$ cat config.mk
export PLATFORM = sky130hd
export DESIGN_NAME = command_frame_receiver
export DESIGN_NICKNAME = d
export VERILOG_FILES = /design/src/design/cfr_pkg.sv /design/src/design/cfr_ram.sv /design/src/design/command_frame_receiver.sv
export SDC_FILE = /design/constraint.sdc
export NUM_CORES = 1
export LEC_CHECK = 0
export ABC_AREA = 1
export CAP_MARGIN = 20
export CORE_AREA = 2 2 221 223
export CTS_BUF_LIST = sky130_fd_sc_hd__clkbuf_8
export DETAILED_ROUTE_END_ITERATION = 10
export DIE_AREA = 0 0 223 225
export DONT_BUFFER_PORTS = 1
export GPL_TIMING_DRIVEN = 0
export HOLD_SLACK_MARGIN = 0.08
export SYNTH_ARGS = -nofsm -noshare
export SYNTH_HDL_FRONTEND = slang
export SYNTH_HIERARCHICAL = 1
export SYNTH_SLANG_ARGS = --single-unit
export TNS_END_PERCENT = 30
$ cat constraint.sdc
create_clock -name clk -period 7.5 [get_ports clk]
set_clock_uncertainty 0.15 [all_clocks]
set_input_delay 0.75 -clock clk [delete_from_list [all_inputs] [get_ports clk]]
set_output_delay 0.75 -clock clk [all_outputs]
set_load 0.03 [all_outputs]
$ cat src/design/cfr_pkg.sv
`timescale 1ns / 1ps

package cfr_pkg;

  // Sizes of the fixed-width fields.
  localparam int BYTE_W       = 8;
  localparam int KIND_W       = 2;
  localparam int POS_W        = 5;
  localparam int LEN_REG_W    = 6;
  localparam int CFG_INDEX_W  = 3;
  localparam int CFG_DATA_W   = 8;

  // Lengths are compared at this width (covers a buffer of up to 127 bytes).
  localparam int LEN_CMP_W    = 7;

  // Buffer depth default and the cap on results per frame.
  localparam int DEFAULT_PAYLOAD_DEPTH = 32;
  localparam int MAX_EMIT              = 32;

  typedef logic [KIND_W-1:0]      kind_t;
  typedef logic [CFG_INDEX_W-1:0] cfg_index_t;

  // Frame kinds as they appear on the result channel.
  localparam kind_t KIND_PULSE    = 2'd0;
  localparam kind_t KIND_DISTANCE = 2'd1;
  localparam kind_t KIND_ZERO     = 2'd2;

  // Configuration register indexes.
  localparam cfg_index_t REG_START_MARKER   = 3'd0;
  localparam cfg_index_t REG_PULSE_ID       = 3'd1;
  localparam cfg_index_t REG_DISTANCE_ID    = 3'd2;
  localparam cfg_index_t REG_ZERO_ID        = 3'd3;
  localparam cfg_index_t REG_PULSE_LENGTH   = 3'd4;
  localparam cfg_index_t REG_DISTANCE_LENGTH = 3'd5;
  localparam cfg_index_t REG_ZERO_LENGTH    = 3'd6;

endpackage

$ cat src/design/cfr_ram.sv
`timescale 1ns / 1ps

module cfr_ram #(
  parameter int WIDTH = 8,
  parameter int DEPTH = 32,
  parameter int ADDR_W = (DEPTH > 1) ? $clog2(DEPTH) : 1
) (
  input  logic              clk,
  input  logic              we,
  input  logic [ADDR_W-1:0] waddr,
  input  logic [WIDTH-1:0]  wdata,
  input  logic              re,
  input  logic [ADDR_W-1:0] raddr,
  output logic [WIDTH-1:0]  rdata
);

  logic [WIDTH-1:0] mem [0:DEPTH-1];

  // One write port and one registered read port; read data holds between reads.
  always_ff @(posedge clk) begin
    if (we) begin
      mem[waddr] <= wdata;
    end
    if (re) begin
      rdata <= mem[raddr];
    end
  end

endmodule

$ cat src/design/command_frame_receiver.sv
`timescale 1ns / 1ps
// The input takes one byte per cycle while parsing, as long as no drain is in
// progress. After an accepted pulse or millimetre frame the input stalls while
// each emitted byte is read from the payload RAM and then loaded into the output
// register; after a zero frame it stalls while the marker beat is loaded, and
// longer while the output is stalled. The first result of an accepted frame
// follows its checksum beat through the drain states into the output register.
// Reset clears the parser, drain sequencer and output valid and loads the
// configuration registers with their defaults; the payload RAM is not cleared.
module command_frame_receiver #(
  parameter int PAYLOAD_DEPTH = cfr_pkg::DEFAULT_PAYLOAD_DEPTH
) (
  input  logic                         clk,
  input  logic                         rst,
  input  logic                         in_valid,
  output logic                         in_stall,
  input  logic [cfr_pkg::BYTE_W-1:0]   rx_byte,
  output logic                         out_valid,
  input  logic                         out_stall,
  output logic [cfr_pkg::KIND_W-1:0]   frame_kind,
  output logic [cfr_pkg::BYTE_W-1:0]   payload_byte,
  output logic [cfr_pkg::POS_W-1:0]    byte_position,
  output logic                         last_of_frame,
  input  logic                         cfg_write,
  input  logic [cfr_pkg::CFG_INDEX_W-1:0] cfg_index,
  input  logic [cfr_pkg::CFG_DATA_W-1:0]  cfg_data
);

  import cfr_pkg::*;

  localparam int LW = $clog2(PAYLOAD_DEPTH + 1);
  localparam int AW = (PAYLOAD_DEPTH > 1) ? $clog2(PAYLOAD_DEPTH) : 1;

  typedef enum logic [4:0] {
    PH_START   = 5'b00001,
    PH_CMD     = 5'b00010,
    PH_LEN     = 5'b00100,
    PH_PAYLOAD = 5'b01000,
    PH_CHECK   = 5'b10000
  } phase_t;

  typedef enum logic [3:0] {
    DR_IDLE = 4'b0001,
    DR_READ = 4'b0010,
    DR_WAIT = 4'b0100,
    DR_ZERO = 4'b1000
  } drain_t;

  // Configuration registers.
  logic [BYTE_W-1:0]    start_marker;
  logic [BYTE_W-1:0]    pulse_command_id;
  logic [BYTE_W-1:0]    distance_command_id;
  logic [BYTE_W-1:0]    zero_command_id;
  logic [LEN_REG_W-1:0] pulse_payload_length;
  logic [LEN_REG_W-1:0] distance_payload_length;
  logic [LEN_REG_W-1:0] zero_payload_length;

  // Parser state.
  phase_t            phase;
  logic [BYTE_W-1:0] command_id;
  logic [LW-1:0]     frame_length;
  logic [LW-1:0]     byte_count;
  logic [BYTE_W-1:0] running_xor;

  // Drain sequencer state.
  drain_t        drain;
  kind_t         emit_kind;
  logic [LW-1:0] emit_count;
  logic [LW-1:0] rd_idx;

  logic              in_beat;
  logic              out_beat;
  logic              slot_free;
  logic              ram_we;
  logic              ram_re;
  logic [BYTE_W-1:0] ram_rdata;
  logic [LW-1:0]     byte_count_next;
  logic [LW-1:0]     rd_idx_next;
  logic              len_ok;
  logic              match_pulse;
  logic              match_distance;
  logic              match_zero;
  logic              sum_ok;
  logic [LEN_CMP_W-1:0] len_ext;
  logic [LW-1:0]     capped_count;

  assign in_beat   = in_valid && !in_stall;
  assign out_beat  = out_valid && !out_stall;
  assign slot_free = !out_valid || !out_stall;
  assign in_stall  = (drain != DR_IDLE);

  assign byte_count_next = byte_count + 1'b1;
  assign rd_idx_next     = rd_idx + 1'b1;
  assign len_ok = (rx_byte != '0) && (rx_byte <= BYTE_W'(PAYLOAD_DEPTH));

  // Frame classification at the checksum beat; pulse has priority, then millimetre.
  assign len_ext        = LEN_CMP_W'(frame_length);
  assign sum_ok         = (rx_byte == running_xor);
  assign match_pulse    = (command_id == pulse_command_id)
                          && (len_ext == LEN_CMP_W'(pulse_payload_length));
  assign match_distance = (command_id == distance_command_id)
                          && (len_ext == LEN_CMP_W'(distance_payload_length));
  assign match_zero     = (command_id == zero_command_id)
                          && (len_ext == LEN_CMP_W'(zero_payload_length));
  assign capped_count   = (len_ext > LEN_CMP_W'(MAX_EMIT)) ? LW'(MAX_EMIT) : frame_length;

  assign ram_we = in_beat && (phase == PH_PAYLOAD);
  assign ram_re = (drain == DR_READ) && slot_free;

  cfr_ram #(
    .WIDTH (BYTE_W),
    .DEPTH (PAYLOAD_DEPTH)
  ) u_payload_ram (
    .clk   (clk),
    .we    (ram_we),
    .waddr (byte_count[AW-1:0]),
    .wdata (rx_byte),
    .re    (ram_re),
    .raddr (rd_idx[AW-1:0]),
    .rdata (ram_rdata)
  );

  // Configuration write port.
  always_ff @(posedge clk) begin
    if (rst) begin
      start_marker            <= 8'd170;
      pulse_command_id        <= 8'd1;
      distance_command_id     <= 8'd2;
      zero_command_id         <= 8'd3;
      pulse_payload_length    <= 6'd4;
      distance_payload_length <= 6'd4;
      zero_payload_length     <= 6'd1;
    end else if (cfg_write) begin
      case (cfg_index)
        REG_START_MARKER:    start_marker            <= cfg_data;
        REG_PULSE_ID:        pulse_command_id        <= cfg_data;
        REG_DISTANCE_ID:     distance_command_id     <= cfg_data;
        REG_ZERO_ID:         zero_command_id         <= cfg_data;
        REG_PULSE_LENGTH:    pulse_payload_length    <= cfg_data[LEN_REG_W-1:0];
        REG_DISTANCE_LENGTH: distance_payload_length <= cfg_data[LEN_REG_W-1:0];
        REG_ZERO_LENGTH:     zero_payload_length     <= cfg_data[LEN_REG_W-1:0];
        default: ;
      endcase
    end
  end

  // Byte parser. Payload bytes go to the RAM, the checksum is kept as a running XOR.
  always_ff @(posedge clk) begin
    if (rst) begin
      phase        <= PH_START;
      command_id   <= '0;
      frame_length <= '0;
      byte_count   <= '0;
      running_xor  <= '0;
    end else if (in_beat) begin
      case (phase)
        PH_START: begin
          if (rx_byte == start_marker) begin
            phase <= PH_CMD;
          end
        end
        PH_CMD: begin
          command_id <= rx_byte;
          phase      <= PH_LEN;
        end
        PH_LEN: begin
          byte_count   <= '0;
          running_xor  <= '0;
          frame_length <= LW'(rx_byte);
          phase        <= len_ok ? PH_PAYLOAD : PH_START;
        end
        PH_PAYLOAD: begin
          running_xor <= running_xor ^ rx_byte;
          byte_count  <= byte_count_next;
          if (byte_count_next >= frame_length) begin
            phase <= PH_CHECK;
          end
        end
        PH_CHECK: begin
          phase <= PH_START;
        end
        default: begin
          phase <= PH_START;
        end
      endcase
    end
  end

  // Drain sequencer: reads the stored payload a byte at a time, or emits a zero marker.
  always_ff @(posedge clk) begin
    if (rst) begin
      drain <= DR_IDLE;
    end else begin
      case (drain)
        DR_IDLE: begin
          if (in_beat && (phase == PH_CHECK) && sum_ok) begin
            if (match_pulse || match_distance) begin
              drain <= DR_READ;
            end else if (match_zero) begin
              drain <= DR_ZERO;
            end
          end
        end
        DR_READ: begin
          if (slot_free) begin
            drain <= DR_WAIT;
          end
        end
        DR_WAIT: begin
          drain <= (rd_idx_next == emit_count) ? DR_IDLE : DR_READ;
        end
        DR_ZERO: begin
          if (slot_free) begin
            drain <= DR_IDLE;
          end
        end
        default: begin
          drain <= DR_IDLE;
        end
      endcase
    end
  end

  // Frame descriptor and read index for the drain.
  always_ff @(posedge clk) begin
    if ((drain == DR_IDLE) && in_beat && (phase == PH_CHECK)) begin
      emit_kind  <= match_pulse ? KIND_PULSE : KIND_DISTANCE;
      emit_count <= capped_count;
      rd_idx     <= '0;
    end else if (drain == DR_WAIT) begin
      rd_idx <= rd_idx_next;
    end
  end

  // Output register; a result loads only when the slot is free or being taken.
  always_ff @(posedge clk) begin
    if (rst) begin
      out_valid <= 1'b0;
    end else if ((drain == DR_WAIT) || ((drain == DR_ZERO) && slot_free)) begin
      out_valid <= 1'b1;
    end else if (out_beat) begin
      out_valid <= 1'b0;
    end
  end

  always_ff @(posedge clk) begin
    if (drain == DR_WAIT) begin
      frame_kind    <= emit_kind;
      payload_byte  <= ram_rdata;
      byte_position <= POS_W'(rd_idx);
      last_of_frame <= (rd_idx_next == emit_count);
    end else if ((drain == DR_ZERO) && slot_free) begin
      frame_kind    <= KIND_ZERO;
      payload_byte  <= '0;
      byte_position <= '0;
      last_of_frame <= 1'b1;
    end
  end

endmodule

==> results.cfg, run 1 <==
[clock_network]
cts_root_buffer = clkbuf_8
clk-insertion-delay-late_ns = 0.65
h-tree-depth = 2
cts_sinks = 381
cts_buffers = 61
cts_tree = yes
cts_buffer_depth = 3
cts_resized = 0
clkTransAtPathRegs_ns = 0.06

[setup_path]
slowest_delay_ns = 0.87
reg2reg_to = u_payload_ram/mem[3][0]
crit_path_cell_trace = nor2_2, nand3_2, clkinv_2, nand2_4, nor2_2, buf_2, nand3_1, nor2_1
reg2reg_from = drain[3]
critPathCaptureType = register
start_kind = register
crit_type = reg2reg
path_delay_family = simple AND/OR/NAND/NOR gates
critPathBufInv = 2
required_ns = 7.60
cpMostUsedCell = nor2_2
critPathSlowestCell = nor2_1
reg2regPathDepth = 8
cp_max_fo = 13
worstPathArrival_ns = 3.47
reg2reg_slack_ns = 4.13

[global_route]
grt_overflow = 0
grt_pass1_vias = 11600
top_usage_layer = met2
grt.met1_usage_pct = 21.6
grt_max_degree = 33
met3_usage_pct = 3.44
grtUsageTotal_pct = 17.7
gr-usage-met2_pct = 31.3
antenna_found_initial = 1
grt_first_pass_wirelength_mm = 67.6

[sta]
setup_violations = 0
slew_headroom_pct = 36.7
timing.hold.ws_ns = 0.123
fin_crit_sh_pct = 44.9
hold_violations = 0
rsz0062_at_grt = false
tns_ns = 0
drv_slew = 0
finalWorstSetupSlack_ns = 4.13
max_freq_ghz = 0.297
finalCriticalPeriod_ns = 3.37
tightest_slew_ns = 0.946

[synthesis]
synth_top_area_share_pct = 52.3
yosysMostFrequentCell = nand2_1
yosys.area.top_type = edfxtp_1
async_reset_ff_share_pct = 0
dominantRegCellSynth = edfxtp_1
synthTopCellsByArea = edfxtp_1 (52%), nand2_1 (12%), dfxtp_1 (11%)
synth_warnings = 6
netlist_area_um2 = 16500
syn_area_per_cell_um2 = 9.71
synth-edff-count = 287
ys_seq_elements = 381
synth_cells = 1698
synth_top_cells_by_count = nand2_1 (544), edfxtp_1 (287), nand3_1 (224)
synth_cell_types = 35
ys_seq_area_share_pct = 63.7
synth_nets = 1730

[cells_and_area]
fin_util_pct = 39.4
area_delta_synth_final_pct = 13.7
final_area_um2 = 18700
drive_gt1_share_pct = 8.30
fin_nets = 1811

[detailed_routing]
wl_mm = 44.1
wl_per_cell_um = 18.0
postRouteAntennaNets = 0
vias_per_cell = 4.88
drc = 0
vias = 12000
first_iter_violations = 855
dr.pass1.iters = 6

[placed_design]
dp_slack_ns = 4.13
hpwl_mm = 28.6
placed_area_um2 = 17300
portBuffers = 0
place.gp.congestion = 0.905

[worst_hold_path]
hp-class = in2reg
hold_end = zero_payload_length[4]
whs_path_depth = 2
hp-start = cfg_data[4]

[floorplanning]
io_pins = 42
initial_core_util_pct = 34.7
die_width_um = 223
row_count = 80
die-area_um2 = 50200
core_um2 = 47500
fp.dieH_um = 225

[pwr]
leakage_uw = 0.00724
ir_drop_mv = 0.178
powerDensity_nw_per_um2 = 290

[run]
drv_cap = 0

[status]
outcome = completed
[repair_timing]
action | CTS | global route
hold buffers | 17 | 0
endpoints found under the hold margin | 282 | 0
setup buffers | 0 | 0
[report_power, final]
part           internal [uW]  switching [uW]
combinational            434             901
sequential              2290            26.4
clock                    946             826
total                   3670            1750
[placed cells by master, fill, tap and decap left out, types with 7 or more instances in the layout]
cell type	instances
inv_1	133
dlygate4sd3_1	9
buf_12	8
o21ai_0	65
dfxtp_1	94
nor2_1	143
nand3_1	224
buf_6	24
clkbuf_8	69
xnor2_1	16
edfxtp_1	287
nand2_1	544
xor2_1	17
clkbuf_1	20
a21oi_1	67
ha_1	8
o211ai_1	7
buf_2	17
clkinv_1	18
nand4_1	9
[cells by family after synthesis]
family	count (synthesis)	share of synthesized area, %
compound gates	146	4.61
xor+xnor	33	1.75
fa+ha+maj	8	0.607
buf+inv	191	5.69
flops	381	63.7
simple gates	939	23.6
[metrics by stage]
step	instances	power (uW)
2_1_floorplan	1698	3240
3_3_place_gp	2313	3630
3_5_place_dp	2314	3650
4_1_cts	2446	5470
5_1_grt	2447	5700
6_report	2447	5430
[layer usage]
metal  wire length [um]  part of all wire [%]
met1              18500                    42
met2              22000                    50
met3               2270                   5.2
met4               1310                   3.0
met5                  0                     0
[worst max-delay path by stage]
stage,slack (ns),start,depth (start not counted),end
finish,4.13,drain[3],8,u_payload_ram/mem[3][0]
global route,3.94,drain[3],8,u_payload_ram/mem[3][0]
CTS,4.13,drain[3],8,u_payload_ram/mem[3][0]
detailed placement,4.13,drain[3],8,u_payload_ram/mem[3][1]
global placement,4.19,drain[3],8,u_payload_ram/mem[3][1]
floorplan,4.81,out_stall,3,byte_position[0]
[registers in the layout (all words and copies together) (netlist names), 8 cells and up]
name	cells
command_id	8
distance_command_id	8
payload_byte	8
pulse_command_id	8
running_xor	8
start_marker	8
u_payload_ram/mem	256
u_payload_ram/rdata	8
zero_command_id	8
[area by class of cell]
| class | instances | area (um2) |
|---|---|---|
| flip-flops and latches | 381 | 10500 |
| fillers | 4645 | 28800 |
| clock inverters | 46 | 278 |
| multi-input cells | 1126 | 5050 |
| plain buffers | 69 | 479 |
| clock buffers | 69 | 950 |
| diodes | 1 | 2.50 |
| inverters | 122 | 459 |
| repair buffers | 18 | 258 |
| well taps | 615 | 769 |
Note: power is estimated with default switching activity, not from simulation.
==> run 2: changes to the inputs <==
==> constraint.sdc (replaced) <==
create_clock -name clk -period 3.5 [get_ports clk]
set_clock_uncertainty 0.15 [all_clocks]
set_input_delay 0.35 -clock clk [delete_from_list [all_inputs] [get_ports clk]]
set_output_delay 0.35 -clock clk [all_outputs]
set_load 0.03 [all_outputs]
==> run 2 against run 1 <==
Against the previous run:
- final cell count rose by 1.2%
- non-clock buffer count grew 28
- power up 120%
- via count increased by 2.3%
- first-iteration DRC count grew 3.9%
- largest cell class unchanged
==> results.cfg, run 2 (synthesized netlist as in run 1, its figures left out) <==
[cells_and_area]
layout.cells.non_filler = 2477
fin_nets = 1839
drive_gt1_share_pct = 8.23
area_delta_synth_final_pct = 15.4
fin_util_pct = 40.0
largest_register_ff_count = 256
largest-register = u_payload_ram/mem
layout_commonest_cell = nand2_1
nFillCells = 4629
final_cell_mix = nand2_1 (544), edfxtp_1 (287), nand3_1 (224)

[floorplanning]
initial_core_util_pct = 34.7
fp.dieH_um = 225
core_um2 = 47500
row_count = 80
die-area_um2 = 50200
io_pins = 42
die_width_um = 223

[setup_path]
reg2reg_from = drain[3]
start_kind = register
required_ns = 3.60
worstPathArrival_ns = 3.47
critPathCaptureType = register
cp-startpoint = drain[3]
crit_type = reg2reg
cp_max_fo = 13

[sta]
finalWorstSetupSlack_ns = 0.131
tightest_slew_ns = 0.943
slew_headroom_pct = 36.9
setup_violations = 0
fin_crit_sh_pct = 96.3
rsz0062_at_grt = true
timing.hold.ws_ns = 0.178
finalCriticalPeriod_ns = 3.37
hold_violations = 0
max_freq_ghz = 0.297
drv_slew = 0

[clock_network]
cts_buffers = 61
cts_sinks = 381
cts_tree = yes
cts_buffer_depth = 3
h-tree-depth = 2
cts_setup_buffers = 0
cts_root_buffer = clkbuf_8
clkTransAtPathRegs_ns = 0.06
clk-insertion-delay-late_ns = 0.64

[detailed_routing]
drc = 0
vias_per_cell = 4.94
vias = 12200
first_iter_violations = 888
dr.pass1.iters = 6
wl_mm = 44.7
wl_per_cell_um = 18.0
postRouteAntennaNets = 0

[pwr]
p_int_uw = 7890
p_comb_share_pct = 24.9
powerDensity_nw_per_um2 = 613
seqPwrFrac_pct = 42.6
power_switching_uw = 3780
clkPwrFrac_pct = 32.5
leakage_uw = 0.00734
power_switching_share_pct = 32.4
ir_drop_mv = 0.380

[global_route]
antenna_found_initial = 1
grt_pass1_vias = 11800
grt_first_pass_wirelength_mm = 68.6
grtUsageTotal_pct = 17.9
grt_max_degree = 38
grt_overflow = 0

[placed_design]
place.gp.congestion = 0.905
place_inst = 2314
dp_slack_ns = 0.134
hpwl_mm = 28.6
portBuffers = 0

[worst_hold_path]
hp-start = rx_byte[4]
hp-class = in2reg

[status]
outcome = completed

[run]
drv_cap = 0
run 2: critical path, stage by stage, from the launching register on:
cell and delay (ns):
dfxtp_1 0.34, nor2_2 0.14, nand3_2 0.25, clkinv_2 0.21
nand2_4 0.10, nor2_2 0.20, buf_2 0.30, nand3_1 0.45
nor2_1 0.83
run 2: final cells by class:
cell class	count	area [um2]	area share, %
inverter	122	459	2.41
timing repair buffer	46	538	2.83
buffer	69	479	2.52
clock inverter	46	278	1.46
antenna	3	7.51	0.0394
sequential	381	10500	55.2
multi-input combinational	1126	5050	26.5
clock buffer	69	950	4.99
tap	615	769	4.04
run 2: metal layers:
metal	routed length (um)	up-vias	global-route usage, %
met5	0	-	0
met3	2410	81	3.14
met1	18500	5886	21.8
met2	22500	345	31.8
met4	1260	0	6.39
li1	-	5918	-
run 2: what timing repair did:
action	in CTS	in global routing
endpoints found under the hold margin	355	0
resized for setup	0	1
hold buffers	45	0
endpoints found under the setup margin	0	11
run 2: path summary, 6_finish.rpt:
| path | end | slack (ns) | cells past startpoint |
|---|---|---|---|
| worst min-delay path | phase[4] | 0.18 | 6 |
| worst max register to register | u_payload_ram/mem[7][2] | 0.13 | 8 |
| worst max-delay path | u_payload_ram/mem[7][2] | 0.13 | 8 |
| worst min register to register | distance_command_id[4] | 0.32 | 2 |
run 2: through the flow:
stage	cell area (um2)	TNS (ns)	total power, uW
after floorplan	16500	0	6940
after global placement	17300	0	7790
after detailed placement	17300	0	7820
after CTS	19000	0	11700
after global routing	19000	-0.319	12300
final	19000	0	11700
run 2: power groups by stage:
| stage | combinational [uW] | sequential (uW) | clock, uW |
|---|---|---|---|
| floorplan | 1890 | 5050 | 0 |
| global placement | 2720 | 5070 | 0 |
| detailed placement | 2750 | 5070 | 0 |
| CTS | 2880 | 4970 | 3890 |
| global route | 3210 | 4980 | 4080 |
| finish | 2900 | 4970 | 3790 |
==> run 3: changes to the inputs <==
--- a/config.mk
+++ b/config.mk
@@ -6,11 +6,11 @@
 export NUM_CORES = 1
 export LEC_CHECK = 0
 export ABC_AREA = 1
-export CAP_MARGIN = 20
-export CORE_AREA = 2 2 221 223
+export CAP_MARGIN = 15
+export CORE_AREA = 2 2 195 197
 export CTS_BUF_LIST = sky130_fd_sc_hd__clkbuf_8
 export DETAILED_ROUTE_END_ITERATION = 10
-export DIE_AREA = 0 0 223 225
+export DIE_AREA = 0 0 197 199
 export DONT_BUFFER_PORTS = 1
 export GPL_TIMING_DRIVEN = 0
 export HOLD_SLACK_MARGIN = 0.08
==> run 3 against run 2 <==
Against the previous run:
- clock power up 2%
- worst setup slack worse by 0.061 ns
- routed wire length up 0.26%
- critical path depth unchanged
- hold slack worse by 0.074 ns
- flip-flop and latch count unchanged
- largest power group unchanged
==> results.cfg, run 3 (synthesized netlist as in run 1, its figures left out) <==
[detailed_routing]
first_iter_violations = 958
wl_per_cell_um = 19.2
postRouteAntennaNets = 0
dr.pass1.iters = 5
drc = 0
vias_per_cell = 5.28
wl_mm = 44.8
vias = 12300

[cells_and_area]
drive_gt1_share_pct = 8.72
fin_nets = 1842
layout_commonest_cell = nand2_1
largest-register = u_payload_ram/mem
area_delta_synth_final_pct = 14.4
fin_util_pct = 50.8
regArea_um2 = 10500
final_cell_mix = nand2_1 (544), edfxtp_1 (287), nand3_1 (224)
diodes = 0
multi_input_area_um2 = 5060
nFillCells = 3372
largest_register_ff_count = 256

[sta]
hold_violations = 0
fin_crit_sh_pct = 98.0
timing.hold.ws_ns = 0.104
slew_headroom_pct = 40.9
rsz0062_at_grt = true
tightest_slew_ns = 0.884
drv_slew = 0
finalWorstSetupSlack_ns = 0.0703
setup_violations = 0
tns_ns = 0
max_freq_ghz = 0.292
finalCriticalPeriod_ns = 3.43

[pwr]
leakage_uw = 0.00737
total_power_uw = 11800
powerDensity_nw_per_um2 = 623
ir_drop_mv = 0.286

[floorplanning]
core_um2 = 37100
die_width_um = 197
initial_core_util_pct = 44.4
row_count = 71
io_pins = 42
fp.dieH_um = 199
die-area_um2 = 39200

[clock_network]
cts_sinks = 381
cts_buffer_depth = 3
cts_tree = yes
h-tree-depth = 3
clkTransAtPathRegs_ns = 0.05
clk-insertion-delay-late_ns = 0.62
cts_setup_buffers = 0
cts_root_buffer = clkbuf_8
cts_buffers = 67

[worst_hold_path]
hp-class = in2reg

[setup_path]
path_delay_family = simple AND/OR/NAND/NOR gates
worstPathArrival_ns = 3.50
cpMostUsedCell = nor2_2
required_ns = 3.57
start_kind = register
critPathSlowestCell = nor2_1
critPathCaptureType = register
crit_path_cell_trace = nor2_2, nand3_2, clkinv_2, nand2_4, nor2_2, buf_2, nand3_1, nor2_1
critPathBufInv = 2
slowest_delay_ns = 0.86
cp_max_fo = 13
crit_type = reg2reg

[global_route]
grtUsageTotal_pct = 23.4
grt_max_degree = 38
grt_first_pass_wirelength_mm = 68.9
grt_overflow = 0
antenna_found_initial = 0
grt_pass1_vias = 12100

[placed_design]
portBuffers = 0
dp_slack_ns = 0.110
hpwl_mm = 28.5
place.gp.congestion = 0.920

[run]
drv_cap = 0

[status]
outcome = completed
[run 3: layout make-up]
type                    count  area share, %
plain buffers              69           2.54
inverters                 122           2.44
clock buffers              77           5.62
well taps                 474           3.15
flip-flops and latches    381           55.7
multi-input cells        1126           26.9
clock inverters            40           1.02
repair buffers             43           2.69
[run 3: timing repair]
item,in CTS,in global routing
setup endpoints to repair,0,91
hold buffers,42,0
resized for setup,0,6
hold endpoints to repair,352,0
[run 3: worst min-delay path, delay by kind of cell]
kind	cells	cell delay [ns]
AOI/OAI and AO/OA	2	0.21
and+or+nand+nor	2	0.13
buffers and inverters	2	0.12
[run 3: path summary, 6_finish.rpt]
path                                     end  depth (start not counted)  slack (ns)                        from
hold reg to reg   distance_payload_length[0]                          2        0.32  distance_payload_length[0]
hold / removal            zero_command_id[0]                          6        0.10                   cfg_write
setup / recovery     u_payload_ram/mem[6][4]                          8        0.07                    drain[3]
setup reg to reg     u_payload_ram/mem[6][4]                          8        0.07                    drain[3]
[run 3: metal layers]
layer  vias up  wire length (um)  global-route usage (%)  share of wire [%]
li1       5909                 -                       -                  -
met1      5885             19000                    29.9                 42
met2       432             21600                    39.6                 48
met3        89              2950                    4.65                6.6
met4         0              1270                    8.86                2.8
met5         -                 0                       0                  0
[run 3: report_power, final]
| part | total (uW) | internal, uW | switching, uW |
|---|---|---|---|
| logic | 2920 | 943 | 1970 |
| clock network | 3860 | 2070 | 1790 |
| registers | 4980 | 4920 | 58.1 |
[run 3: through the flow]
stage / instance area, um2 / cells
3_3_place_gp: 17100 / 2172
4_1_cts: 18800 / 2332
2_1_floorplan: 16500 / 1698
3_5_place_dp: 17100 / 2173
6_report: 18900 / 2332
5_1_grt: 18900 / 2332
